<file path="config.mk">
export PLATFORM = sky130hd
export DESIGN_NAME = bump_arena_allocator_top
export DESIGN_NICKNAME = d
export VERILOG_FILES = /design/src/bai_pkg.sv /design/src/bump_arena_allocator_top.sv /design/src/bai_alu.sv
export SDC_FILE = /design/constraint.sdc
export NUM_CORES = 1
export LEC_CHECK = 0
export ABC_AREA = 1
export BUFFER_PORTS_ARGS = -buffer_cell sky130_fd_sc_hd__buf_2
export CORE_MARGIN = 4
export CORE_UTILIZATION = 35
export CTS_BUF_LIST = sky130_fd_sc_hd__clkbuf_8 sky130_fd_sc_hd__clkbuf_16
export DETAILED_ROUTE_END_ITERATION = 6
export SLEW_MARGIN = 20
export SYNTH_ARGS = -nofsm -noshare
export SYNTH_HDL_FRONTEND = slang
export SYNTH_HIERARCHICAL = 1
export SYNTH_SLANG_ARGS = --single-unit
</file>
<file path="constraint.sdc">
create_clock -name clk_i -period 20.6 [get_ports clk_i]
set_input_delay 4.12 -clock clk_i [delete_from_list [all_inputs] [get_ports clk_i]]
set_output_delay 4.12 -clock clk_i [all_outputs]
set_load 0.05 [all_outputs]
</file>
<file path="src/bai_pkg.sv">
package bai_pkg;

  localparam int ADDR_BITS    = 32;
  localparam int PAGE_BYTES   = 4096;
  localparam int HEADER_BYTES = 48;
  localparam int MOVE_ALIGN   = 8;

  // two spare bits hold begin + size and page rounding carries without loss
  localparam int CALC_W   = ADDR_BITS + 2;
  localparam int DATA_W   = 32;
  localparam int ALIGN_W  = 13;
  localparam int CMD_W    = 3;
  localparam int STATUS_W = 2;

  localparam int S_TDATA_W = 112;
  localparam int M_TDATA_W = 136;
  localparam int M_USED_LO = 34;

  localparam int CFG_IDX_W = 1;
  localparam logic [CFG_IDX_W-1:0] CFG_MIN_IDX = 1'b0;
  localparam logic [CFG_IDX_W-1:0] CFG_MAX_IDX = 1'b1;

  localparam logic [DATA_W-1:0] MIN_BYTES_RST = 32'd4096;
  localparam logic [DATA_W-1:0] MAX_BYTES_RST = 32'd1048576;

  typedef logic [CALC_W-1:0] calc_t;

  localparam calc_t PAGE_C    = calc_t'(PAGE_BYTES);
  localparam calc_t PAGE_M1   = calc_t'(PAGE_BYTES - 1);
  localparam calc_t PAGE_MASK = ~PAGE_M1;
  localparam calc_t HDR_C     = calc_t'(HEADER_BYTES);

  localparam longint unsigned LIMIT_RST_L =
    (longint'(MAX_BYTES_RST) + PAGE_BYTES - 1) / PAGE_BYTES * PAGE_BYTES;
  localparam logic [ADDR_BITS-1:0] LIMIT_RST = ADDR_BITS'(LIMIT_RST_L);
  localparam logic [ADDR_BITS-1:0] USED_RST  = ADDR_BITS'(HEADER_BYTES);
  localparam logic [ADDR_BITS-1:0] CMT_RST   = ADDR_BITS'(PAGE_BYTES);
  localparam logic [ALIGN_W-1:0]   MOVE_AM1  = ALIGN_W'(MOVE_ALIGN - 1);

  typedef enum logic [CMD_W-1:0] {
    CMD_ALLOC   = 3'd0,
    CMD_FREE    = 3'd1,
    CMD_REALLOC = 3'd2,
    CMD_STACK   = 3'd3,
    CMD_INIT    = 3'd4
  } cmd_e;

  typedef enum logic [STATUS_W-1:0] {
    STATUS_OK       = 2'd0,
    STATUS_NO_SPACE = 2'd1,
    STATUS_BAD_FREE = 2'd2
  } status_e;

  typedef enum logic {
    ALU_ADD = 1'b0,
    ALU_SUB = 1'b1
  } alu_op_e;

  typedef struct packed {
    calc_t sum;
    logic  borrow;
    logic  zero;
  } alu_res_t;

endpackage

</file>
<file path="src/bump_arena_allocator_top.sv">
// Bump arena allocator. Each request beat on the slave stream (tuser = command) runs through
// a small sequencer that drives one shared 34-bit add/subtract unit, one operation per cycle,
// and yields exactly one response beat. Steps per request, in order:
// - alloc: align the begin, add the size, fail when the end passes the limit, finish when
//   the commit covers the new end, else run the power-of-two search, one doubling per
//   cycle, and clamp the commit to the limit.
// - free: check the offset against the header and the used offset and set used to it; when
//   the commit is above the minimum and the offset is at most a quarter of it, shrink it by
//   a power-of-two search on 2 * offset, floored to the minimum commit.
// - realloc: compare offset + size with used; grow in place or move, then run the alloc steps.
// - stack carve: round the size up to pages, add a guard page, check the room, cut the limit.
// - init: round max and min to pages, check max against header and range, then min against max.
// - unknown commands: go straight to the output state.
// The last state waits while the output register still holds an unaccepted beat.
// s_axis_tready is high only while the sequencer is idle, so requests are served one at a
// time; the response sits in an output register, and the next request is taken while it
// waits. min_bytes/max_bytes take effect on the init command only.
module bump_arena_allocator_top (
  input  logic                              clk_i,
  input  logic                              rst_ni,
  // tdata: size_bytes[31:0], new_size_bytes[63:32], align_bytes[76:64],
  //        offset[108:77], zero_fill[109], zero pad[111:110]
  input  logic [bai_pkg::S_TDATA_W-1:0]     s_axis_tdata,
  // tuser: cmd[2:0]
  input  logic [bai_pkg::CMD_W-1:0]         s_axis_tuser,
  input  logic                              s_axis_tvalid,
  output logic                              s_axis_tready,
  // tdata: result_offset[31:0], copy_needed[32], zero_request[33], used_bytes[65:34],
  //        committed_bytes[97:66], available_bytes[129:98], zero pad[135:130]
  output logic [bai_pkg::M_TDATA_W-1:0]     m_axis_tdata,
  // tuser: status[1:0]
  output logic [bai_pkg::STATUS_W-1:0]      m_axis_tuser,
  output logic                              m_axis_tvalid,
  input  logic                              m_axis_tready,
  input  logic                              cfg_we_i,
  input  logic [bai_pkg::CFG_IDX_W-1:0]     cfg_idx_i,
  input  logic [bai_pkg::DATA_W-1:0]        cfg_wdata_i
);
  import bai_pkg::*;

  typedef enum logic [23:0] {
    ST_IDLE   = 24'h000001,
    ST_A_BEG  = 24'h000002,  // begin = align_up(used)
    ST_A_END  = 24'h000004,  // end = begin + size
    ST_A_LIM  = 24'h000008,  // end past limit?
    ST_A_CMT  = 24'h000010,  // end past committed?
    ST_POW    = 24'h000020,  // power-of-two search, one doubling per cycle
    ST_CAP    = 24'h000040,  // clamp to limit (alloc) or floor to minimum (free)
    ST_F_LO   = 24'h000080,
    ST_F_HI   = 24'h000100,
    ST_F_MIN  = 24'h000200,
    ST_F_QTR  = 24'h000400,
    ST_R_SUM  = 24'h000800,
    ST_R_EQ   = 24'h001000,
    ST_R_EXT  = 24'h002000,
    ST_C_RND  = 24'h004000,
    ST_C_TOT  = 24'h008000,
    ST_C_ROOM = 24'h010000,
    ST_C_CHK  = 24'h020000,
    ST_C_CUT  = 24'h040000,
    ST_I_MAX  = 24'h080000,
    ST_I_MIN  = 24'h100000,
    ST_I_HDR  = 24'h200000,
    ST_I_CHK  = 24'h400000,
    ST_OUT    = 24'h800000
  } state_e;

  state_e state_q, state_d;

  // arena state
  logic [ADDR_BITS-1:0] used_q, used_d;
  logic [ADDR_BITS-1:0] cmt_q, cmt_d;
  logic [ADDR_BITS-1:0] limit_q, limit_d;
  logic [ADDR_BITS-1:0] minc_q, minc_d;
  logic [DATA_W-1:0]    min_bytes_q, min_bytes_d;
  logic [DATA_W-1:0]    max_bytes_q, max_bytes_d;

  // working registers
  calc_t                t0_q, t0_d, t1_q, t1_d, pw_q, pw_d, sz_q, sz_d;
  logic [DATA_W-1:0]    new_q, new_d, off_q, off_d;
  logic [ALIGN_W-1:0]   am1_q, am1_d;
  logic                 aen_q, aen_d, zf_q, zf_d, copyf_q, copyf_d, keep_q, keep_d;
  logic [CMD_W-1:0]     cmd_q, cmd_d;

  // response fields
  status_e              status_q, status_d;
  logic [DATA_W-1:0]    result_q, result_d;
  logic                 copy_q, copy_d, zreq_q, zreq_d;

  // output register
  logic                 m_valid_q, m_valid_d;
  logic [M_TDATA_W-1:0] m_data_q, m_data_d;
  logic [STATUS_W-1:0]  m_user_q, m_user_d;

  // shared unit
  alu_op_e  alu_op;
  calc_t    alu_a, alu_b;
  alu_res_t alu;

  bai_alu u_alu (
    .op_i  (alu_op),
    .a_i   (alu_a),
    .b_i   (alu_b),
    .res_o (alu)
  );

  logic [DATA_W-1:0]  in_size, in_new, in_off;
  logic [ALIGN_W-1:0] in_align;
  logic               in_zf;
  calc_t              align_mask, pow_x;
  logic [DATA_W-1:0]  avail;
  logic               is_free;

  assign in_size  = s_axis_tdata[31:0];
  assign in_new   = s_axis_tdata[63:32];
  assign in_align = s_axis_tdata[76:64];
  assign in_off   = s_axis_tdata[108:77];
  assign in_zf    = s_axis_tdata[109];

  // align-1 mask; non power-of-two alignments mask the same way
  assign align_mask = aen_q ? ~{{(CALC_W-ALIGN_W){1'b0}}, am1_q} : '1;
  assign is_free    = (cmd_q == CMD_FREE);
  assign pow_x      = is_free ? calc_t'({off_q, 1'b0}) : t1_q;
  assign avail      = alu.borrow ? '0 : alu.sum[DATA_W-1:0];

  assign s_axis_tready = (state_q == ST_IDLE);
  assign m_axis_tvalid = m_valid_q;
  assign m_axis_tdata  = m_data_q;
  assign m_axis_tuser  = m_user_q;

  always_comb begin
    state_d     = state_q;
    used_d      = used_q;
    cmt_d       = cmt_q;
    limit_d     = limit_q;
    minc_d      = minc_q;
    min_bytes_d = min_bytes_q;
    max_bytes_d = max_bytes_q;
    t0_d        = t0_q;
    t1_d        = t1_q;
    pw_d        = pw_q;
    sz_d        = sz_q;
    new_d       = new_q;
    off_d       = off_q;
    am1_d       = am1_q;
    aen_d       = aen_q;
    zf_d        = zf_q;
    copyf_d     = copyf_q;
    keep_d      = keep_q;
    cmd_d       = cmd_q;
    status_d    = status_q;
    result_d    = result_q;
    copy_d      = copy_q;
    zreq_d      = zreq_q;
    m_valid_d   = m_valid_q && !m_axis_tready;
    m_data_d    = m_data_q;
    m_user_d    = m_user_q;
    alu_op      = ALU_SUB;
    alu_a       = '0;
    alu_b       = '0;

    if (cfg_we_i) begin
      unique case (cfg_idx_i)
        CFG_MIN_IDX: min_bytes_d = cfg_wdata_i;
        CFG_MAX_IDX: max_bytes_d = cfg_wdata_i;
        default: ;
      endcase
    end

    unique case (state_q)
      ST_IDLE: begin
        if (s_axis_tvalid) begin
          cmd_d    = s_axis_tuser;
          sz_d     = calc_t'(in_size);
          new_d    = in_new;
          off_d    = in_off;
          am1_d    = in_align - ALIGN_W'(1);
          aen_d    = (in_align != '0);
          zf_d     = in_zf;
          copyf_d  = 1'b0;
          keep_d   = 1'b0;
          status_d = STATUS_OK;
          result_d = '0;
          copy_d   = 1'b0;
          zreq_d   = 1'b0;
          unique case (s_axis_tuser)
            CMD_ALLOC:   state_d = ST_A_BEG;
            CMD_FREE:    state_d = ST_F_LO;
            CMD_REALLOC: state_d = ST_R_SUM;
            CMD_STACK:   state_d = ST_C_RND;
            CMD_INIT:    state_d = ST_I_MAX;
            default:     state_d = ST_OUT;
          endcase
        end
      end

      ST_A_BEG: begin
        alu_op  = ALU_ADD;
        alu_a   = calc_t'(used_q);
        alu_b   = aen_q ? calc_t'(am1_q) : '0;
        t0_d    = alu.sum & align_mask;
        state_d = ST_A_END;
      end

      ST_A_END: begin
        alu_op  = ALU_ADD;
        alu_a   = t0_q;
        alu_b   = sz_q;
        t1_d    = alu.sum;
        state_d = ST_A_LIM;
      end

      ST_A_LIM: begin
        alu_a = calc_t'(limit_q);
        alu_b = t1_q;
        if (alu.borrow) begin
          status_d = STATUS_NO_SPACE;
          state_d  = ST_OUT;
        end else begin
          state_d  = ST_A_CMT;
        end
      end

      ST_A_CMT: begin
        alu_a = calc_t'(cmt_q);
        alu_b = t1_q;
        if (alu.borrow) begin
          pw_d    = calc_t'(1);
          state_d = ST_POW;
        end else begin
          used_d   = t1_q[ADDR_BITS-1:0];
          result_d = keep_q ? off_q : t0_q[DATA_W-1:0];
          copy_d   = copyf_q;
          zreq_d   = zf_q;
          state_d  = ST_OUT;
        end
      end

      ST_POW: begin
        alu_a = pw_q;
        alu_b = pow_x;
        if (alu.borrow) begin
          pw_d = pw_q << 1;
        end else begin
          state_d = ST_CAP;
        end
      end

      ST_CAP: begin
        if (is_free) begin
          // grow back up to the minimum commit
          alu_a = pw_q;
          alu_b = calc_t'(minc_q);
          cmt_d = alu.borrow ? minc_q : pw_q[ADDR_BITS-1:0];
        end else begin
          alu_a    = calc_t'(limit_q);
          alu_b    = pw_q;
          cmt_d    = alu.borrow ? limit_q : pw_q[ADDR_BITS-1:0];
          used_d   = t1_q[ADDR_BITS-1:0];
          result_d = keep_q ? off_q : t0_q[DATA_W-1:0];
          copy_d   = copyf_q;
          zreq_d   = zf_q;
        end
        state_d = ST_OUT;
      end

      ST_F_LO: begin
        alu_a = calc_t'(off_q);
        alu_b = HDR_C;
        if (alu.borrow) begin
          status_d = STATUS_BAD_FREE;
          state_d  = ST_OUT;
        end else begin
          state_d  = ST_F_HI;
        end
      end

      ST_F_HI: begin
        alu_a = calc_t'(used_q);
        alu_b = calc_t'(off_q);
        if (alu.borrow) begin
          status_d = STATUS_BAD_FREE;
          state_d  = ST_OUT;
        end else begin
          used_d   = off_q[ADDR_BITS-1:0];
          state_d  = ST_F_MIN;
        end
      end

      ST_F_MIN: begin
        alu_a   = calc_t'(minc_q);
        alu_b   = calc_t'(cmt_q);
        state_d = alu.borrow ? ST_F_QTR : ST_OUT;
      end

      ST_F_QTR: begin
        // shrink only when used <= committed / 4
        alu_a = calc_t'(cmt_q >> 2);
        alu_b = calc_t'(off_q);
        if (alu.borrow) begin
          state_d = ST_OUT;
        end else begin
          pw_d    = calc_t'(1);
          state_d = ST_POW;
        end
      end

      ST_R_SUM: begin
        alu_op  = ALU_ADD;
        alu_a   = calc_t'(off_q);
        alu_b   = sz_q;
        t0_d    = alu.sum;
        state_d = ST_R_EQ;
      end

      ST_R_EQ: begin
        alu_a = t0_q;
        alu_b = calc_t'(used_q);
        if (alu.zero) begin
          state_d = ST_R_EXT;
        end else begin
          // moved block: fresh 8-byte aligned alloc of the new size
          sz_d    = calc_t'(new_q);
          am1_d   = MOVE_AM1;
          aen_d   = 1'b1;
          copyf_d = 1'b1;
          state_d = ST_A_BEG;
        end
      end

      ST_R_EXT: begin
        alu_a   = calc_t'(new_q);
        alu_b   = sz_q;
        sz_d    = alu.borrow ? '0 : alu.sum;
        aen_d   = 1'b0;
        keep_d  = 1'b1;
        state_d = ST_A_BEG;
      end

      ST_C_RND: begin
        alu_op  = ALU_ADD;
        alu_a   = sz_q;
        alu_b   = PAGE_M1;
        t0_d    = alu.sum & PAGE_MASK;
        state_d = ST_C_TOT;
      end

      ST_C_TOT: begin
        alu_op  = ALU_ADD;
        alu_a   = t0_q;
        alu_b   = PAGE_C;
        t1_d    = alu.sum;
        state_d = ST_C_ROOM;
      end

      ST_C_ROOM: begin
        alu_a   = calc_t'(limit_q);
        alu_b   = calc_t'(used_q);
        t0_d    = alu.borrow ? '0 : alu.sum;
        state_d = ST_C_CHK;
      end

      ST_C_CHK: begin
        alu_a = t0_q;
        alu_b = t1_q;
        if (alu.borrow) begin
          status_d = STATUS_NO_SPACE;
          state_d  = ST_OUT;
        end else begin
          state_d  = ST_C_CUT;
        end
      end

      ST_C_CUT: begin
        alu_a    = calc_t'(limit_q);
        alu_b    = t1_q;
        result_d = DATA_W'(limit_q);
        limit_d  = alu.sum[ADDR_BITS-1:0];
        state_d  = ST_OUT;
      end

      ST_I_MAX: begin
        alu_op  = ALU_ADD;
        alu_a   = calc_t'(max_bytes_q);
        alu_b   = PAGE_M1;
        t0_d    = alu.sum & PAGE_MASK;
        state_d = ST_I_MIN;
      end

      ST_I_MIN: begin
        // zero minimum means one page
        alu_op  = ALU_ADD;
        alu_a   = (min_bytes_q == '0) ? PAGE_C : calc_t'(min_bytes_q);
        alu_b   = PAGE_M1;
        t1_d    = alu.sum & PAGE_MASK;
        state_d = ST_I_HDR;
      end

      ST_I_HDR: begin
        alu_a = t0_q;
        alu_b = HDR_C;
        if (alu.borrow || (t0_q == '0) || (t0_q[CALC_W-1:ADDR_BITS] != '0)) begin
          status_d = STATUS_NO_SPACE;
          state_d  = ST_OUT;
        end else begin
          state_d  = ST_I_CHK;
        end
      end

      ST_I_CHK: begin
        alu_a = t0_q;
        alu_b = t1_q;
        if (alu.borrow) begin
          status_d = STATUS_NO_SPACE;
        end else begin
          used_d  = USED_RST;
          cmt_d   = t1_q[ADDR_BITS-1:0];
          minc_d  = t1_q[ADDR_BITS-1:0];
          limit_d = t0_q[ADDR_BITS-1:0];
        end
        state_d = ST_OUT;
      end

      ST_OUT: begin
        alu_a = calc_t'(limit_q);
        alu_b = calc_t'(used_q);
        if (!m_valid_q || m_axis_tready) begin
          m_valid_d = 1'b1;
          m_data_d  = {{(M_TDATA_W-4*DATA_W-2){1'b0}}, avail, DATA_W'(cmt_q),
                       DATA_W'(used_q), zreq_q, copy_q, result_q};
          m_user_d  = status_q;
          state_d   = ST_IDLE;
        end
      end

      default: state_d = ST_IDLE;
    endcase
  end

  always_ff @(posedge clk_i or negedge rst_ni) begin
    if (!rst_ni) begin
      state_q     <= ST_IDLE;
      used_q      <= USED_RST;
      cmt_q       <= CMT_RST;
      limit_q     <= LIMIT_RST;
      minc_q      <= CMT_RST;
      min_bytes_q <= MIN_BYTES_RST;
      max_bytes_q <= MAX_BYTES_RST;
      m_valid_q   <= 1'b0;
    end else begin
      state_q     <= state_d;
      used_q      <= used_d;
      cmt_q       <= cmt_d;
      limit_q     <= limit_d;
      minc_q      <= minc_d;
      min_bytes_q <= min_bytes_d;
      max_bytes_q <= max_bytes_d;
      m_valid_q   <= m_valid_d;
    end
  end

  always_ff @(posedge clk_i) begin
    t0_q     <= t0_d;
    t1_q     <= t1_d;
    pw_q     <= pw_d;
    sz_q     <= sz_d;
    new_q    <= new_d;
    off_q    <= off_d;
    am1_q    <= am1_d;
    aen_q    <= aen_d;
    zf_q     <= zf_d;
    copyf_q  <= copyf_d;
    keep_q   <= keep_d;
    cmd_q    <= cmd_d;
    status_q <= status_d;
    result_q <= result_d;
    copy_q   <= copy_d;
    zreq_q   <= zreq_d;
    m_data_q <= m_data_d;
    m_user_q <= m_user_d;
  end

endmodule

</file>
<file path="src/bai_alu.sv">
module bai_alu (
  input  bai_pkg::alu_op_e  op_i,
  input  bai_pkg::calc_t    a_i,
  input  bai_pkg::calc_t    b_i,
  output bai_pkg::alu_res_t res_o
);
  import bai_pkg::*;

  logic [CALC_W:0] diff;

  assign diff = {1'b0, a_i} - {1'b0, b_i};

  always_comb begin
    res_o = '0;
    case (op_i)
      ALU_ADD: begin
        res_o.sum = a_i + b_i;
      end
      default: begin
        res_o.sum    = diff[CALC_W-1:0];
        res_o.borrow = diff[CALC_W];
      end
    endcase
    res_o.zero = (res_o.sum == '0);
  end

endmodule

</file>
# [After elaboration in Yosys (flattened, before gate mapping)]
# Index checks and enable logic that the tools add are counted.
[op_classes] reduce_logical=56 addsub=3 eq_ne=43 bitwise_logic=4 n_mux=72
[op_table] op="case mux 24 bit (22 select lines)" count=1
[op_table] op="case mux 34 bit (13 select lines)" count=1
[op_table] op="two-way mux 32 bit" count=13
[op_table] op="two-way mux 34 bit" count=11
[op_table] op="case mux 34 bit (11 select lines)" count=1
[op_table] op="two-way mux 24 bit" count=11
[op_table] op="case mux 32 bit (4 select lines)" count=2
[op_table] op="case mux 34 bit (3 select lines)" count=2
[op_table] op="case mux 34 bit (4 select lines)" count=1
[op_table] op="case mux 32 bit (2 select lines)" count=2
[op_table] op="case mux 24 bit (5 select lines)" count=1
[op_table] op="zero test 34 bit" count=2
[op_table] op="case mux 34 bit (2 select lines)" count=1
[op_table] op="two-way mux 13 bit" count=3
[op_table] op="subtractor 34 x 34 -> 35 bit" count=1
[op_table] op="adder 34 bit" count=1
[op_table] op="AND 34 bit" count=1
[op_table] op="inverter 13 -> 34 bit" count=1
[op_table] op="zero test 32 bit" count=1
[op_table] op="case mux 13 bit (2 select lines)" count=1
[op_table] op="equality test 24 x 1 -> 1 bit (second input constant)" count=1
[op_table] op="equality test 24 x 10 -> 1 bit (second input constant)" count=1
[op_table] op="equality test 24 x 11 -> 1 bit (second input constant)" count=1
[op_table] op="equality test 24 x 12 -> 1 bit (second input constant)" count=1
[op_table] op="other kinds (51)" count=116
[totals] out_inout_bits=140 reg_bits=605 input_bits=153

# [Logic depth before layout (Yosys ltp)]
[logic_depth] depth_word=9 depth_mapped=38 depth_no_buf=37

# [Modules after synthesis]
# Netlist, hierarchy kept.
[by_module_without_submodules] module="bump_arena_allocator_top" area_per_inst_um2=30684.4 seq_area_each_um2=17091.4 cells_each=3619 n_inst=1
[by_module_without_submodules] module="bai_alu" area_per_inst_um2=5661.7 seq_area_each_um2=0.0 cells_each=1185 n_inst=1

# [Worst setup path before layout]
# No wires, ideal clock.
[synth_timing] path_type="in2reg" start="input port m_axis_tready" end="register m_data_q[0], in the netlist m_axis_tdata[0], enable pin" t_arrival_ns=9.637 required_ns=19.975 path_buffers=0 path_slack_ns=10.339 stages=2 cell_sequence="nor2_1 -> nor2_1"
[synth_between] elab_chain_len=2
[synth_rtl] item="from (decl)" line="bump_arena_allocator_top.sv:34" source="input logic m_axis_tready,"
[synth_rtl] item="logical OR 1 bit" line="bump_arena_allocator_top.sv:427" source="if (!m_valid_q || m_axis_tready) begin"
[synth_rtl] item="AND reduction 2 bit (no source line)"
[synth_rtl] item="to (signal assigned)" line="bump_arena_allocator_top.sv:479" source="m_data_q <= m_data_d;"
[synth_rtl] item="to (decl)" line="bump_arena_allocator_top.sv:92" source="logic [M_TDATA_W-1:0] m_data_q, m_data_d;"
# Every way passes these cells.
# A chain may end at the register's enable or synchronous reset.

==> out/qor.csv <==
metric,value,unit
critPathLaunchType,register,
path_max_fanout,55,
yosys_warnings,6,
drive_gt1_frac,0.121,
total_power,8.00,mW
routed_via_density,5.46,
numCtsBuffers,72,
finalSetupTns,0,ps
root_buffer,clkbuf_16,
grt_first_pass_wirelength,234000,um
dominantRegCellSynth,edfxtp_1,
cp_common_cell,nand2_1,
ys_async_sr_fraction,0.359,
post_cts_buffers,0,
nets,5222,
drc,3,
drv_cap,0,
core,102000,sq um
violations,DRC,
grt_pass1_vias,33152,
crit_slowest_cell,nand2_2,
rsz0062_at_grt,no,
hold_depth,0,
drv_slew,0,
initial_core_util,0.355,
synth_area_per_cell,7.57,sq um
tightest_slew,1200,ps
p_per_area,194,nW/um^2
cts_tree,done,
rows,117,
clock_latency,670,ps
dieArea,109000,sq um
hold_end,m_axis_tdata[0],
clock_path_buffers,3,
grt_max_degree,184,
dpl_cell_area,38800,sq um
fill_cells,10828,
drtIter0Drc,4421,
dp_hpwl,121000,um
gr-total-overflow,0,
fp.dieH,330,um
period_minus_slack,8330,ps
r2r_slack,12270,ps
area_delta_synth_final,13.5,%
gp_congestion,0.986,
cts_resized,0,
ys_seq_elements,605,
final-seq-area,17100,sq um
cts_num_sinks,605,
syn_inst,4804,
max_slew_margin,0.196,
htreeDepth,3,
crit_buf_inv,7,
antenna_found_initial,8,
irDropWorstVdd,203,uV
grt.total_usage,0.300,
path_class,reg2reg,
yosys.area.top_type_share,0.321,
ant_nets,0,
cp.arrival,8620,ps
clock_skew,42.1,ps
final_cell_area,41300,sq um
synth_edf_count,388,
synth_area_leaders,"edfxtp_1 (32%), nand2_1 (15%), dfrtp_1 (14%)",
cts.clk_slew.worst_paths,60,ps
multi_input_area,15500,sq um
wl_per_cell,26.0,um
ff2ff_path_depth,28,
worstSetupEndpointType,register,
critical_path.top_delay_family,simple AND/OR/NAND/NOR gates,
fmax,0.120,GHz
ios,293,
holdBufCountCts,0,
cp_slowest_stage_delay,1130,ps
synth_largest_area_cell,edfxtp_1,
cp_data_required_time,20890,ps
reg2reg_to,result_q[2],
synth_area,36300,sq um
synth_common_cells,"nand2_1 (1481), inv_1 (687), nor2_1 (471)",
dr.pass1.iters,7,
run_status,finished with violations,
yosysSeqAreaShare,0.470,
io_buffers,284,
finalCritPeriodShare,0.405,
synth_cell_types,61,
wl,167000,um
yosysMostFrequentCell,nand2_1,
vias,35100,
finalHoldViolCount,0,
setup_viol,0,
hold_path_class,reg2reg,
r2r_start,state_q[23],
hp-start,result_q[0],
die_w,330,um
total_leakage_power,19.4,nW
cells in the final DEF, fill, tap and decap left out, types with 9 or more instances in the layout:
master	Yosys	final
nor3_1	39	39
buf_2	64	283
edfxtp_1	388	388
inv_1	687	710
a31oi_1	13	11
o211ai_1	31	31
ha_1	69	69
clkbuf_16	0	74
inv_2	48	48
o22ai_1	95	95
buf_4	25	37
a22oi_1	32	32
clkinv_1	0	14
nand3_1	167	166
nor2_2	24	24
a21oi_1	156	155
nand2_2	28	33
nand4_1	62	62
o21ai_0	310	310
o21ai_1	116	116
o21bai_1	29	29
nor2_4	7	13
nand2_1	1481	1474
xor2_1	9	9
nor2_1	471	465
o221ai_1	21	21
dfrtp_1	209	209
o21ai_2	32	32
logic make-up (layout without fill, tap and decap cells):
group,after synthesis,in the layout,share of synthesized area
AO/OA/AOI/OAI,853,853,0.135
XOR/XNOR,11,11,0.00265
adder cells (fa/ha/maj),71,71,0.0249
buffers and inverters,945,1194,0.106
flip-flops,605,605,0.470
other,1,8,0.000103
AND/OR/NAND/NOR,2318,2318,0.261
sequential cells by signal, summed over array words and instances, names as in the netlist, 34 cells and up:
| name | flops |
|---|---|
| t1_q | 34 |
| m_axis_tdata | 130 |
| pw_q | 34 |
| sz_q | 34 |
| t0_q | 34 |
area by class of cell:
class | instances | share of cell area
multi-input cells | 3259 | 0.377
clock inverters | 53 | 0.0104
repair buffers | 324 | 0.0429
diodes | 2 | 0.000121
flip-flops and latches | 605 | 0.414
well taps | 1368 | 0.0415
inverters | 736 | 0.0671
clock buffers | 81 | 0.0472
report_power, final:
group / total [mW] / leakage [nW] / internal (mW) / switching [mW]
clock network: 1.30 / 1.25 / 0.754 / 0.543
registers: 2.11 / 6.47 / 1.87 / 0.241
logic: 4.59 / 11.7 / 1.07 / 3.52
through the flow:
stage	cells	hold WS (ps)	util	setup slack [ps]
final	6428	417	0.403	12270
after global routing	6426	426	0.403	12050
after global placement	6291	401	0.379	12680
after CTS	6425	418	0.402	12610
after floorplan	4809	400	-	10340
after detailed placement	6291	405	0.379	12660
worst max-delay path by stage:
stage,start,end,slack [ps],cells past startpoint
finish,state_q[23],result_q[2],12270,28
global route,state_q[23],result_q[2],12050,28
CTS,state_q[23],cmt_q[4],12610,28
detailed placement,state_q[19],cmt_q[4],12660,28
global placement,state_q[0],cmt_q[4],12680,28
floorplan,m_axis_tready,m_axis_tdata[0],10340,2
metal layers:
layer,GRT usage,share of wire
met1,0.381,0.39
met2,0.463,0.44
met3,0.0496,0.089
met4,0.218,0.088
met5,0,0.00037
No activity file was read; power rests on OpenSTA's default activity.
